## config.mk

```make
export PLATFORM = sky130hd
export DESIGN_NAME = coefficient_run_length_decoder_flat
export DESIGN_NICKNAME = d
export VERILOG_FILES = /design/src/design/crld_pkg.sv /design/src/design/crld_byte_if.sv /design/src/design/crld_coef_if.sv /design/src/design/crld_queue.sv /design/src/design/crld_parser.sv /design/src/design/crld_expander.sv /design/src/design/coefficient_run_length_decoder.sv /design/src/flat_wrapper.sv
export VERILOG_INCLUDE_DIRS = /design/src /design/src/design
export SDC_FILE = /design/constraint.sdc
export NUM_CORES = 1
export LEC_CHECK = 0
export BUFFER_PORTS_ARGS = -buffer_cell sky130_fd_sc_hd__buf_2
export CAP_MARGIN = 20
export CORE_ASPECT_RATIO = 2
export CORE_UTILIZATION = 30
export CTS_BUF_LIST = sky130_fd_sc_hd__clkbuf_16
export CTS_CLUSTER_DIAMETER = 60
export CTS_CLUSTER_SIZE = 12
export DETAILED_ROUTE_END_ITERATION = 8
export GPL_ROUTABILITY_DRIVEN = 1
export PLACE_DENSITY = 0.53
export SYNTH_ARGS = -nofsm -noshare
export SYNTH_HDL_FRONTEND = slang
export SYNTH_SLANG_ARGS = --single-unit
```

## constraint.sdc

```tcl
create_clock -name clk_i -period 2.9 [get_ports clk_i]
set_input_delay 0.58 -clock clk_i [delete_from_list [all_inputs] [get_ports clk_i]]
set_output_delay 0.58 -clock clk_i [all_outputs]
set_load 0.1 [all_outputs]
```

## src/design/assert_macros.svh

```systemverilog
// Assertion macros shared by the decoder modules.
`ifndef ASSERT_MACROS_SVH
`define ASSERT_MACROS_SVH

// Property checked on every rising edge of clk_i while rst_ni is high.
`define CRLD_ASSERT(label, prop, msg) \
  label: assert property (@(posedge clk_i) disable iff (!rst_ni) (prop)) else $error(msg);

// Condition that must never hold on a rising edge of clk_i outside reset.
`define CRLD_NEVER(label, cond, msg) \
  label: assert property (@(posedge clk_i) disable iff (!rst_ni) !(cond)) else $error(msg);

`endif

```

## src/design/crld_pkg.sv

```systemverilog
// Types and constants shared by the coefficient run-length decoder.
package crld_pkg;

  localparam int unsigned ByteW     = 8;
  localparam int unsigned CoefW     = 16;
  localparam int unsigned PosOutW   = 6;
  localparam int unsigned CountW    = 7;
  localparam int unsigned LenW      = 6;
  localparam int unsigned MaxRepeat = 64;
  localparam int unsigned QueueDepth = 2;

  // Opcode bit positions.
  localparam int unsigned OpRepeatBit = 7;
  localparam int unsigned OpNarrowBit = 6;

  // Command handed from the parser to the expander: one complete value.
  typedef struct packed {
    logic signed [CoefW-1:0]  value;
    logic        [CountW-1:0] count;  // results to emit before clipping
    logic                     first;  // first value after an opcode
  } cmd_t;

endpackage

```

## src/design/crld_byte_if.sv

```systemverilog
// Byte channel: valid/ready handshake carrying one coded stream byte.
interface crld_byte_if;
  logic       valid;
  logic       ready;
  logic [7:0] in_byte;

  modport source (output valid, output in_byte, input ready);
  modport sink   (input valid, input in_byte, output ready);
endinterface

```

## src/design/crld_coef_if.sv

```systemverilog
// Coefficient channel: valid/ready handshake carrying one decoded coefficient.
interface crld_coef_if;
  logic               valid;
  logic               ready;
  logic signed [15:0] coefficient;
  logic        [5:0]  position;
  logic               block_end;
  logic               run_end;

  modport source (output valid, output coefficient, output position,
                  output block_end, output run_end, input ready);
  modport sink   (input valid, input coefficient, input position,
                  input block_end, input run_end, output ready);
endinterface

```

## src/design/crld_queue.sv

```systemverilog
// Short command queue between the byte parser and the coefficient expander.
module crld_queue (
  input  logic           clk_i,
  input  logic           rst_ni,
  input  logic           push_valid_i,
  output logic           push_ready_o,
  input  crld_pkg::cmd_t push_cmd_i,
  output logic           pop_valid_o,
  input  logic           pop_ready_i,
  output crld_pkg::cmd_t pop_cmd_o
);
  import crld_pkg::*;
  `include "assert_macros.svh"

  localparam int unsigned PtrW = (QueueDepth > 1) ? $clog2(QueueDepth) : 1;
  localparam int unsigned CntW = $clog2(QueueDepth + 1);

  cmd_t            mem_q [QueueDepth];
  logic [PtrW-1:0] wr_ptr_q, wr_ptr_d;
  logic [PtrW-1:0] rd_ptr_q, rd_ptr_d;
  logic [CntW-1:0] cnt_q, cnt_d;
  logic            push, pop;

  assign push_ready_o = (cnt_q != CntW'(QueueDepth));
  assign pop_valid_o  = (cnt_q != '0);
  assign pop_cmd_o    = mem_q[rd_ptr_q];
  assign push         = push_valid_i && push_ready_o;
  assign pop          = pop_valid_o && pop_ready_i;

  always_comb begin
    wr_ptr_d = wr_ptr_q;
    rd_ptr_d = rd_ptr_q;
    cnt_d    = cnt_q;
    if (push) begin
      wr_ptr_d = (wr_ptr_q == PtrW'(QueueDepth - 1)) ? '0 : wr_ptr_q + 1'b1;
    end
    if (pop) begin
      rd_ptr_d = (rd_ptr_q == PtrW'(QueueDepth - 1)) ? '0 : rd_ptr_q + 1'b1;
    end
    if (push && !pop) begin
      cnt_d = cnt_q + 1'b1;
    end else if (pop && !push) begin
      cnt_d = cnt_q - 1'b1;
    end
  end

  always_ff @(posedge clk_i or negedge rst_ni) begin
    if (!rst_ni) begin
      wr_ptr_q <= '0;
      rd_ptr_q <= '0;
      cnt_q    <= '0;
    end else begin
      wr_ptr_q <= wr_ptr_d;
      rd_ptr_q <= rd_ptr_d;
      cnt_q    <= cnt_d;
    end
  end

  always_ff @(posedge clk_i) begin
    if (push) begin
      mem_q[wr_ptr_q] <= push_cmd_i;
    end
  end

  `CRLD_ASSERT(a_fill_in_range, cnt_q <= CntW'(QueueDepth), "queue fill beyond depth")

endmodule

```

## src/design/crld_parser.sv

```systemverilog
// Byte parser: decodes opcodes, assembles values and queues one command per value.
module crld_parser (
  input  logic           clk_i,
  input  logic           rst_ni,
  input  logic           byte_valid_i,
  output logic           byte_ready_o,
  input  logic [7:0]     byte_i,
  output logic           cmd_valid_o,
  input  logic           cmd_ready_i,
  output crld_pkg::cmd_t cmd_o
);
  import crld_pkg::*;

  localparam logic [1:0] PhOpcode = 2'd0;
  localparam logic [1:0] PhFirst  = 2'd1;
  localparam logic [1:0] PhHigh   = 2'd2;

  logic [1:0]        phase_q, phase_d;
  logic              is_repeat_q, is_repeat_d;
  logic              is_wide_q, is_wide_d;
  logic [CountW-1:0] remaining_q, remaining_d;
  logic [ByteW-1:0]  low_byte_q, low_byte_d;
  logic              first_q, first_d;
  logic              take;
  logic              deliver;
  logic [CoefW-1:0]  value;
  logic [LenW-1:0]   len;
  logic              op_repeat;

  // Each byte is finished in its own cycle; stall only on a full queue.
  assign byte_ready_o = cmd_ready_i;
  assign take         = byte_valid_i && byte_ready_o;
  assign len          = byte_i[LenW-1:0];
  assign op_repeat    = byte_i[OpRepeatBit];

  always_comb begin
    phase_d     = phase_q;
    is_repeat_d = is_repeat_q;
    is_wide_d   = is_wide_q;
    remaining_d = remaining_q;
    low_byte_d  = low_byte_q;
    first_d     = first_q;
    deliver     = 1'b0;
    value       = {{(CoefW-ByteW){byte_i[ByteW-1]}}, byte_i};
    if (take) begin
      case (phase_q)
        PhFirst: begin
          if (is_wide_q) begin
            low_byte_d = byte_i;
            phase_d    = PhHigh;
          end else begin
            deliver = 1'b1;
          end
        end
        PhHigh: begin
          value   = {byte_i, low_byte_q};
          deliver = 1'b1;
        end
        default: begin
          is_repeat_d = op_repeat;
          is_wide_d   = !byte_i[OpNarrowBit];
          first_d     = 1'b1;
          if (op_repeat && len == '0) begin
            remaining_d = CountW'(MaxRepeat);
          end else begin
            remaining_d = CountW'(len);
          end
          phase_d = (op_repeat || len != '0) ? PhFirst : PhOpcode;
        end
      endcase
      if (deliver) begin
        first_d = 1'b0;
        if (is_repeat_q) begin
          remaining_d = '0;
          phase_d     = PhOpcode;
        end else begin
          remaining_d = remaining_q - 1'b1;
          phase_d     = (remaining_q == CountW'(1)) ? PhOpcode : PhFirst;
        end
      end
    end
  end

  assign cmd_valid_o = deliver;
  assign cmd_o.value = value;
  assign cmd_o.count = is_repeat_q ? remaining_q : CountW'(1);
  assign cmd_o.first = first_q;

  always_ff @(posedge clk_i or negedge rst_ni) begin
    if (!rst_ni) begin
      phase_q     <= PhOpcode;
      is_repeat_q <= 1'b0;
      is_wide_q   <= 1'b0;
      remaining_q <= '0;
      low_byte_q  <= '0;
      first_q     <= 1'b0;
    end else begin
      phase_q     <= phase_d;
      is_repeat_q <= is_repeat_d;
      is_wide_q   <= is_wide_d;
      remaining_q <= remaining_d;
      low_byte_q  <= low_byte_d;
      first_q     <= first_d;
    end
  end

endmodule

```

## src/design/crld_expander.sv

```systemverilog
// Coefficient expander: turns queued commands into positioned coefficients.
module crld_expander #(
  parameter int unsigned BLOCK_SIZE = 64
) (
  input  logic                clk_i,
  input  logic                rst_ni,
  input  logic                cmd_valid_i,
  output logic                cmd_ready_o,
  input  crld_pkg::cmd_t      cmd_i,
  output logic                out_valid_o,
  input  logic                out_ready_i,
  output logic signed [15:0]  coefficient_o,
  output logic [5:0]          position_o,
  output logic                block_end_o,
  output logic                run_end_o
);
  import crld_pkg::*;
  `include "assert_macros.svh"

  localparam int unsigned PosW = $clog2(BLOCK_SIZE + 1);

  logic [PosW-1:0]   pos_q, pos_d;
  logic [CountW-1:0] done_q, done_d;
  logic [PosW-1:0]   eff_pos;
  logic              advance;
  logic              room;
  logic              last;
  logic              emit;

  logic               out_valid_q, out_valid_d;
  logic signed [15:0] coef_q;
  logic [5:0]         posn_q;
  logic               block_end_q;
  logic               run_end_q;

  assign advance = !out_valid_q || out_ready_i;

  // A new run after a full block restarts at position zero.
  assign eff_pos = (cmd_i.first && pos_q >= PosW'(BLOCK_SIZE)) ? '0 : pos_q;
  assign room    = eff_pos < PosW'(BLOCK_SIZE);
  assign last    = (done_q + 1'b1 == cmd_i.count) || (eff_pos == PosW'(BLOCK_SIZE - 1));
  assign emit    = advance && cmd_valid_i && room;

  // Pop on the final result, or drop a value that finds the block full.
  assign cmd_ready_o = advance && (!room || last);

  always_comb begin
    pos_d       = pos_q;
    done_d      = done_q;
    out_valid_d = out_valid_q;
    if (advance) begin
      out_valid_d = emit;
    end
    if (emit) begin
      pos_d  = eff_pos + 1'b1;
      done_d = last ? '0 : done_q + 1'b1;
    end
  end

  always_ff @(posedge clk_i or negedge rst_ni) begin
    if (!rst_ni) begin
      pos_q       <= '0;
      done_q      <= '0;
      out_valid_q <= 1'b0;
    end else begin
      pos_q       <= pos_d;
      done_q      <= done_d;
      out_valid_q <= out_valid_d;
    end
  end

  always_ff @(posedge clk_i) begin
    if (emit) begin
      coef_q      <= cmd_i.value;
      posn_q      <= PosOutW'(eff_pos);
      block_end_q <= (eff_pos == PosW'(BLOCK_SIZE - 1));
      run_end_q   <= last;
    end
  end

  assign out_valid_o   = out_valid_q;
  assign coefficient_o = coef_q;
  assign position_o    = posn_q;
  assign block_end_o   = block_end_q;
  assign run_end_o     = run_end_q;

  `CRLD_ASSERT(a_pos_in_block, out_valid_q |-> PosW'(posn_q) < PosW'(BLOCK_SIZE), "bad position")
  `CRLD_ASSERT(a_block_end_closes_run, out_valid_q && block_end_q |-> run_end_q, "run end missing")

endmodule

```

## src/design/coefficient_run_length_decoder.sv

```systemverilog
// Top level of the coefficient run-length decoder.
// Takes one coded byte per transfer and delivers decoded coefficients with
// their block position. The byte parser finishes every byte in the cycle it
// is taken and writes one command per complete value into a two-entry queue;
// the expander reads that queue and emits one coefficient per cycle while the
// output is ready, so bytes keep flowing during a repeat run until the queue
// fills. Opcodes and low bytes of 16-bit values produce no output; a value of
// a run that arrives after the block is full is dropped and produces nothing.
// A coefficient goes from the queue into the expander's output register once
// its last byte is transferred, the queue holds nothing older and the output
// is free. There is no clearing pass after reset.
module coefficient_run_length_decoder #(
  parameter int unsigned BLOCK_SIZE = 64
) (
  input  logic              clk_i,
  input  logic              rst_ni,
  crld_byte_if.sink         byte_i,
  crld_coef_if.source       coef_o
);
  import crld_pkg::*;

  logic cmd_in_valid, cmd_in_ready;
  logic cmd_out_valid, cmd_out_ready;
  cmd_t cmd_in, cmd_out;

  crld_parser u_parser (
    .clk_i        (clk_i),
    .rst_ni       (rst_ni),
    .byte_valid_i (byte_i.valid),
    .byte_ready_o (byte_i.ready),
    .byte_i       (byte_i.in_byte),
    .cmd_valid_o  (cmd_in_valid),
    .cmd_ready_i  (cmd_in_ready),
    .cmd_o        (cmd_in)
  );

  crld_queue u_queue (
    .clk_i        (clk_i),
    .rst_ni       (rst_ni),
    .push_valid_i (cmd_in_valid),
    .push_ready_o (cmd_in_ready),
    .push_cmd_i   (cmd_in),
    .pop_valid_o  (cmd_out_valid),
    .pop_ready_i  (cmd_out_ready),
    .pop_cmd_o    (cmd_out)
  );

  crld_expander #(
    .BLOCK_SIZE (BLOCK_SIZE)
  ) u_expander (
    .clk_i         (clk_i),
    .rst_ni        (rst_ni),
    .cmd_valid_i   (cmd_out_valid),
    .cmd_ready_o   (cmd_out_ready),
    .cmd_i         (cmd_out),
    .out_valid_o   (coef_o.valid),
    .out_ready_i   (coef_o.ready),
    .coefficient_o (coef_o.coefficient),
    .position_o    (coef_o.position),
    .block_end_o   (coef_o.block_end),
    .run_end_o     (coef_o.run_end)
  );

endmodule
```

## src/flat_wrapper.sv

```systemverilog
// flat-port wrapper written by rule: the top's interface ports become plain ports
module coefficient_run_length_decoder_flat import crld_pkg::*;
#(
  parameter int unsigned BLOCK_SIZE = 64
)
  (clk_i, rst_ni, byte_i_valid, byte_i_in_byte, byte_i_ready, coef_o_valid, coef_o_coefficient, coef_o_position, coef_o_block_end, coef_o_run_end, coef_o_ready);
  crld_byte_if byte_i_i ();
  crld_coef_if coef_o_i ();
  input  logic clk_i;
  input  logic rst_ni;
  input wire logic [$bits(byte_i_i.valid)-1:0] byte_i_valid;
  input wire logic [$bits(byte_i_i.in_byte)-1:0] byte_i_in_byte;
  output wire logic [$bits(byte_i_i.ready)-1:0] byte_i_ready;
  output wire logic [$bits(coef_o_i.valid)-1:0] coef_o_valid;
  output wire logic [$bits(coef_o_i.coefficient)-1:0] coef_o_coefficient;
  output wire logic [$bits(coef_o_i.position)-1:0] coef_o_position;
  output wire logic [$bits(coef_o_i.block_end)-1:0] coef_o_block_end;
  output wire logic [$bits(coef_o_i.run_end)-1:0] coef_o_run_end;
  input wire logic [$bits(coef_o_i.ready)-1:0] coef_o_ready;
  assign byte_i_i.valid = byte_i_valid;
  assign byte_i_i.in_byte = byte_i_in_byte;
  assign byte_i_ready = byte_i_i.ready;
  assign coef_o_valid = coef_o_i.valid;
  assign coef_o_coefficient = coef_o_i.coefficient;
  assign coef_o_position = coef_o_i.position;
  assign coef_o_block_end = coef_o_i.block_end;
  assign coef_o_run_end = coef_o_i.run_end;
  assign coef_o_i.ready = coef_o_ready;
  coefficient_run_length_decoder #(.BLOCK_SIZE(BLOCK_SIZE)) u_core (.clk_i(clk_i), .rst_ni(rst_ni), .byte_i(byte_i_i), .coef_o(coef_o_i));
endmodule
```

==> results.txt, run 1 <==
The tools report the count of hold buffers inserted by post-cts repair as 0. The setup path with the least slack is of type flop to flop. The run finished with clean final reports. After technology mapping, the gate count stands at 370. Setup violations remaining at the end of the flow were counted as 0.

The amount of wire on met2 after detailed routing is 5620 µm, and the synthesized area per cell is 13.3 µm². The count of pins on the block boundary came out at 38. Data arrives at the worst endpoint at 2950 ps.

After floorplanning, the core was divided into 65 placement rows. Remaining global-route overflow: 0. For this run, the slowest stage of the critical path takes 400 ps. Aggregate global-route resource usage: 0.124. The first TritonRoute pass finished after 4 iterations. The die extent in y is 183 µm. The clock period could shrink to 2670 ps.

The largest individual stage delay along the critical path comes from the cell sky130_fd_sc_hd__or3_4. By area the synthesized netlist is led by sky130_fd_sc_hd__edfxtp_1 (44%), sky130_fd_sc_hd__dfrtp_1 (20%), sky130_fd_sc_hd__mux2_2 (7.5%). The core utilization of the finished layout came out at 0.358.

The most used flip-flop cell after synthesis is sky130_fd_sc_hd__edfxtp_1. The final number of max-transition violations is 0. The run gives 3,060 as the via count of the first global-routing pass. The detailed router used layers up to and including met4. In this run the deepest clock path goes through 2 buffers. Across the run, the number of max-cap violations was 0. Number of input and output port buffers inserted: 37.

The starting density of the core was 0.309. The part of the cycle the worst path needs is 0.922, and the die extent in x is 92.6 µm. The worst hold path belongs to the class input port to async pin. The tools report the timing startpoint of the critical path as u_core.u_queue.rd_ptr_q. The number of different library cells used by synthesis comes to 47. The share of synthesized flip-flops with an asynchronous set or reset was 0.351.

The number of setup buffers added after CTS is 0. Setup repair after global routing left no endpoint under its margin. In the routed design, unresolved DRC markers number 0.

At the later pin of the worst-skew pair, clock insertion delay measures 360 ps. Detailed routing inserted a total of 2,958 vias. The first global-routing pass estimated 15,600 µm of wire. In this run the remaining antenna-violating nets after routing total 0. For the final database, setup skew stands at 11.6 ps. The library cells used most frequently in the layout, excluding fill and tap cells, are sky130_fd_sc_hd__edfxtp_1 (72), sky130_fd_sc_hd__dfrtp_1 (39), sky130_fd_sc_hd__buf_2 (37). For the pin with the worst max-slew slack, the measured transition is 991 ps. The tools report the mapped cell area as 0.00492 mm². At the worst endpoint, the required time is 3180 ps. In the final routed layout, each cell accounts on average for 15.7 µm. Yosys printed 0 warnings.

Relative to the synthesized area, the layout overhead comes to 16.0%. Adding up every negative setup slack in the final design gives 0 ps. At the end of routability-driven placement, the weighted congestion stood at 0.742. In this run, post-CTS repair resized a total of 0 instances. After detailed routing, the wire length on met1 is 3610 µm. Using the TritonRoute via totals, the vias-per-cell ratio works out to 4.77. The tools report the depth of the CTS H-tree as 3. Summed over all nets, wire length on met3 after detailed routing comes to 293 µm.

At the end of the flow, the number of nets in the layout was 433. The number of hold violations in the final report came out at 0. The placeable core region was 0.0159 mm². The maximum fanout along the worst path was 6; the post-DP HPWL was 6980 µm. The kind of end point of the critical path is a flop. The tools report the number of DRC markers in iteration 0 as 102. In this run, synthesis produced a sequential element count of 111. The full die area is 0.0170 mm², and the maximum number of pins on one net before global-route repair is 40. After filler insertion, the fill cell instance count of the layout stands at 1,597. The tools report the startpoint type of the worst setup path as a flop. After detailed routing, the total wire length is 9720 µm.

Leaving out fill and tap cells, the most frequent cell in the layout is sky130_fd_sc_hd__edfxtp_1. In this run the critical register-to-register path is launched from u_core.u_queue.rd_ptr_q. For the number of antenna violations at the first check in global routing, the log shows 0. Proportion of synthesized chip area in sequential cells: 0.638. The number of nets in the synthesized netlist is 389. Walking the worst path, the cells encountered are mux2_2 > nand2_2 > and2_4 > ha_1 > nand3_2 > or3_4 > inv_1 > a21o_1 > o21ai_1 > ha_1 > xor2_1 > nor2_1 > xor2_1. CTS saw 111 sinks. The number of synthesized flops with an enable pin is 72. The biggest area contributor in the post-synthesis netlist is sky130_fd_sc_hd__edfxtp_1. The share of Yosys cell area claimed by the top area cell type is 0.439, and the worst-case headroom to the max-slew limit is 0.339. The tools report the antenna diode count as 0. The number of clock buffers added by TritonCTS is 9.

The upper clock frequency limit was 0.374 GHz. Share of layout cells above drive strength 1: 0.258. The tree is rooted in a sky130_fd_sc_hd__clkbuf_16. TritonCTS built the clock tree.

The clock transition at the registers of the reported paths was 70 ps.
[metal layers]
layer / up-vias / global-route usage
li1: 1437 / -
met1: 1455 / 0.125
met2: 57 / 0.237
met3: 9 / 0.0245
met4: 0 / 0.0600
met5: - / 0
[cell type report]
type                            instances  area [µm²]  share of cell area
Clock buffer                            9         225              0.0394
Clock inverter                          7         105              0.0184
Inverter                               10        37.5             0.00657
Multi-Input combinational cell        235        1690               0.296
Sequential cell                       111        3140               0.550
Tap cell                              201         251              0.0440
Timing Repair Buffer                   47         260              0.0456
[worst max-delay path, delay by kind of cell (launching register included)]
family                     cells  cell delay (ps)
buffers and inverters          1               90
AOI/OAI and AO/OA              2              190
xor gates and xnor gates       2              300
DFF                            1              370
and+or+nand+nor                5              890
adders and majority gates      2              390
muxes                          1              370
[worst paths after layout]
kind	endpoint	slack, ps	cells after the start
worst max-delay path	u_core.u_queue.cnt_q[1]	230	13
worst min-delay path	u_core.u_parser.remaining_q[1]	360	1
worst max register to register	u_core.u_queue.cnt_q[1]	230	13
worst min register to register	u_core.u_queue.mem_q[1][0]	500	0
max in group asynchronous	u_core.u_parser.low_byte_q[2]	1900	1
min in group clk_i	u_core.u_parser.is_wide_q	470	2
[registers in the layout (all words and copies together) (netlist names)]
name	count
u_core.u_expander.pos_q	7
u_core.u_parser.phase_q	2
u_core.u_queue.mem_q	48
u_core.u_parser.remaining_q	7
u_core.u_parser.first_q	1
u_core.u_queue.cnt_q	2
u_core.u_queue.wr_ptr_q	1
u_core.u_expander.coefficient_o	16
u_core.u_parser.low_byte_q	8
u_core.u_expander.out_valid_o	1
u_core.u_parser.is_repeat_q	1
u_core.u_expander.block_end_o	1
u_core.u_expander.run_end_o	1
u_core.u_parser.is_wide_q	1
u_core.u_expander.done_q	7
u_core.u_expander.position_o	6
u_core.u_queue.rd_ptr_q	1
[synth_stat cells (all sizes together) (2+ instances only)]
library cell,number
edfxtp,72
dfrtp,39
mux2,33
nand2,29
o21ai,24
nor2,18
a21oi,15
and2,15
mux2i,11
xnor2,11
nand3,10
a21o,9
inv,9
nor3,9
clkbuf,8
ha,7
buf,6
xor2,6
and3,5
nand2b,5
a211oi,2
a22oi,2
a32oi,2
nor2b,2
nor4,2
o21a,2
o22ai,2
or2,2
or3,2
[kinds of logic (layout without fill, tap and decap cells)]
family	count (synthesis)	count (layout)	synth area share
xor gates and xnor gates	17	17	0.0333
adders and majority gates	7	7	0.0178
AOI/OAI and AO/OA	66	66	0.0895
and+or+nand+nor	101	101	0.100
muxes	44	44	0.0994
DFF	111	111	0.638
buffers and inverters	24	73	0.0221
[through the flow]
stage | hold WS [ps] | instances | cell area [µm²] | setup slack, ps
finish | 360 | 620 | 5710 | 226
CTS | 418 | 620 | 5700 | 93.3
global placement | 482 | 604 | 5370 | 219
detailed placement | 490 | 604 | 5370 | 119
global route | 451 | 620 | 5710 | 7.16
floorplan | 284 | 370 | 4920 | 75.4
Power of run 1 is left out: the tool's default activity adds up to more than one toggle a clock period on the data nets, which glitch-free logic cannot reach.
==> run 2, diff against run 1 <==
- BUFFER_PORTS_ARGS: -buffer_cell sky130_fd_sc_hd__buf_2 -> unset
- CAP_MARGIN: 20 -> 25
- DONT_BUFFER_PORTS: unset -> 1
- PLACE_DENSITY: 0.53 -> 0.51
- TNS_END_PERCENT: unset -> 30
==> run 2 against run 1 <==
Clock-buffer cell count is the same. Setup slack got worse by 13 ps. Register-to-register slack about the same. Global-route usage down 0.074 points. Utilization shrank 0.82 points. Via count down 4.8%. Non-clock buffer count shrank 33. Routed wire length increased by 0.68%. Maximum frequency is 0.47% lower.
==> results.txt, run 2 (same netlist as run 1, synthesis figures left out) <==
The flow ran to the end, and the final reports show no timing, DRC or antenna violations. The CTS root buffer was sky130_fd_sc_hd__clkbuf_16. The maximum clock insertion buffer count came out at 2 (unchanged). The clock transition at the registers of the reported paths was 80 ps (about the same); the aggregate global-route resource usage was 0.123 (-0.000744).

The worst register-to-register path begins at u_core.u_queue.rd_ptr_q. Final non-filler cell area: 0.00558 mm² (-2.3%). Total cell area at the placement stage: 0.00522 mm² (-2.7%). The count of fill cells added during filler insertion is 1,615 (+1.1%). The logs give 3 (unchanged) for the depth of the CTS H-tree and 0.372 GHz (-0.47%) for the upper clock frequency limit. Endpoint arrival time on the critical path: 2960 ps (about the same). Global-route wire length before repair: 15,600 µm (+0.18%). The top cell types in the final layout, fill and taps aside, are sky130_fd_sc_hd__edfxtp_1 (72), sky130_fd_sc_hd__dfrtp_1 (39), sky130_fd_sc_hd__mux2_2 (33). STA classifies the critical path endpoint as a flop.

Leaving out fill and tap cells, the most frequent cell in the layout is sky130_fd_sc_hd__edfxtp_1. The run gives 0 (unchanged) as the detailed-route DRC error count. The final setup violation count was 0 (unchanged). For the number of DRC markers in iteration 0, the log shows 66 (-35%). Setup repair after global routing left no endpoint under its margin. Post-DP HPWL: 7010 µm (+0.35%).

The placeable core region is 0.0159 mm² (unchanged), and the final weighted congestion in routability-driven placement is 0.790 (+6.5%). For the maximum number of pins on one net before global-route repair, the log shows 40 (unchanged). The run gives 0 (unchanged) as the antenna diode count. The total wire length is 9790 µm (+0.68%), and the vias after detailed routing is 2,816 (-4.8%). Capture point of the critical path: u_core.u_queue.cnt_q[1]. The logs give 0 (unchanged) for the remaining global-route overflow and 400 (-7.6%) for the final layout net count. The die extent in x came out at 92.6 µm (unchanged).

The worst-case headroom to the max-slew limit is 0.390 (+0.0506), and the required arrival time at the worst endpoint is 3170 ps (about the same). The full die area was 0.0170 mm² (unchanged); the flip-flop and latch area was 0.00314 mm² (unchanged). The via-per-instance ratio came out at 4.80 (+0.55%). The tools report the worst reg2reg path endpoint as u_core.u_queue.cnt_q[1]. In this run the worst setup path begins at u_core.u_queue.rd_ptr_q.

The path class of the tightest hold or removal check is input port to async pin. TritonCTS built the clock tree. The number of search-and-repair iterations in the first detailed-routing pass is 4 (unchanged), and the number of violations of the max-capacitance limit is 0 (unchanged). For the clock buffer count from CTS, the log shows 9 (unchanged).

For the slack of the worst reg-to-reg path, the log shows 210 ps (about the same). The worst setup path is of the flop to flop kind. The final worst clock skew is 10.2 ps (-1.40 ps), and the starting density of the core is 0.309 (unchanged).

The number of sinks driven by the clock tree is 111 (unchanged), and the actual transition at the worst max-transition pin is 917 ps (-74.0 ps). The die extent in y is 183 µm (unchanged). The part of the cycle the worst path needs came out at 0.926 (+0.00436). The core utilization of the finished layout is 0.350 (-0.00816).

The tools report the startpoint type of the worst setup path as a flop. The post-detailed-route wirelength per cell is 16.7 µm (+6.3%), and the number of hold violations in the final report is 0 (unchanged). The run gives 38 (unchanged) as the count of pins on the block boundary.

The final critical-path required period works out to 2690 ps (+12.6 ps). The logs give 0 (unchanged) for the final antenna-violating net count and 0 ps (unchanged) for the total negative slack. The final number of max-transition violations is 0 (unchanged), and the via count of the first global-routing pass is 2,905 (-5.1%). The run gives 350 ps (about the same) as the clock latency on the worst-skew pair.

The number of input and output port buffers inserted was 0 (-100%); the number of rows in the core area was 65 (unchanged). Maximum fanout along the worst path: 6 (unchanged). The register with the most flip-flops is u_core.u_queue.mem_q.

The number of flip-flops under the largest register name was 48 (unchanged); the area used by multi-input combinational logic was 0.00169 mm² (-0.15%). The share of layout cells above drive strength 1 is 0.194 (-0.0635). The depth of the worst register-to-register path is 12 (-1). Relative to the synthesized area, the layout overhead comes to 13.4%. For the number of antenna violations at the first check in global routing, the log shows 0 (unchanged).
[run 2: how the worst min path moves through the flow]
stage / from / endpoint / slack [ps] / cells past startpoint
finish: rst_ni / u_core.u_parser.is_repeat_q / 60 / 1
global route: rst_ni / u_core.u_parser.low_byte_q[6] / 60 / 1
CTS: rst_ni / u_core.u_parser.low_byte_q[7] / 60 / 1
detailed placement: rst_ni / u_core.u_parser.remaining_q[0] / 290 / 0
global placement: rst_ni / u_core.u_parser.remaining_q[0] / 290 / 0
floorplan: rst_ni / u_core.u_expander.done_q[0] / 280 / 0
[run 2: layout make-up]
| cell class | count | area share |
|---|---|---|
| inverter | 10 | 0.00673 |
| clock inverter | 7 | 0.0159 |
| clock buffer | 9 | 0.0404 |
| multi-input combinational | 235 | 0.303 |
| timing repair buffer | 14 | 0.0267 |
| tap | 201 | 0.0451 |
| sequential | 111 | 0.562 |
[run 2: metrics by stage]
step,setup WS [ps],cells,hold slack [ps]
floorplan,75.4,370,284
global placement,239,569,287
detailed placement,150,570,287
CTS,103,587,58.0
global route,9.50,587,62.7
finish,214,587,63.5
[run 2: routing by layer]
layer  vias up  GRT usage  share of wire
met5         -          0              0
met4         0     0.0563          0.022
met3        11     0.0265          0.036
met2        48      0.237           0.59
met1      1386      0.122           0.36
li1       1371          -              -
[run 2: what timing repair did]
action	CTS	global route
endpoints found under the setup margin	0	1
endpoints found under the hold margin	39	0
resized for setup	0	5
setup buffers	0	0
hold buffers	1	0
[run 2: critical path, stage by stage (launching register included)]
cell and delay (ps):
sky130_fd_sc_hd__dfrtp_1 380, sky130_fd_sc_hd__mux2_2 380, sky130_fd_sc_hd__nand2_2 110, sky130_fd_sc_hd__and2_1 160, sky130_fd_sc_hd__ha_2 200, sky130_fd_sc_hd__nand3_1 110
sky130_fd_sc_hd__or3_4 410, sky130_fd_sc_hd__inv_1 80, sky130_fd_sc_hd__a21o_1 100, sky130_fd_sc_hd__o21ai_1 70, sky130_fd_sc_hd__ha_1 310, sky130_fd_sc_hd__nor2_1 140
sky130_fd_sc_hd__xor2_1 150
Power of run 2 is left out for the same reason.
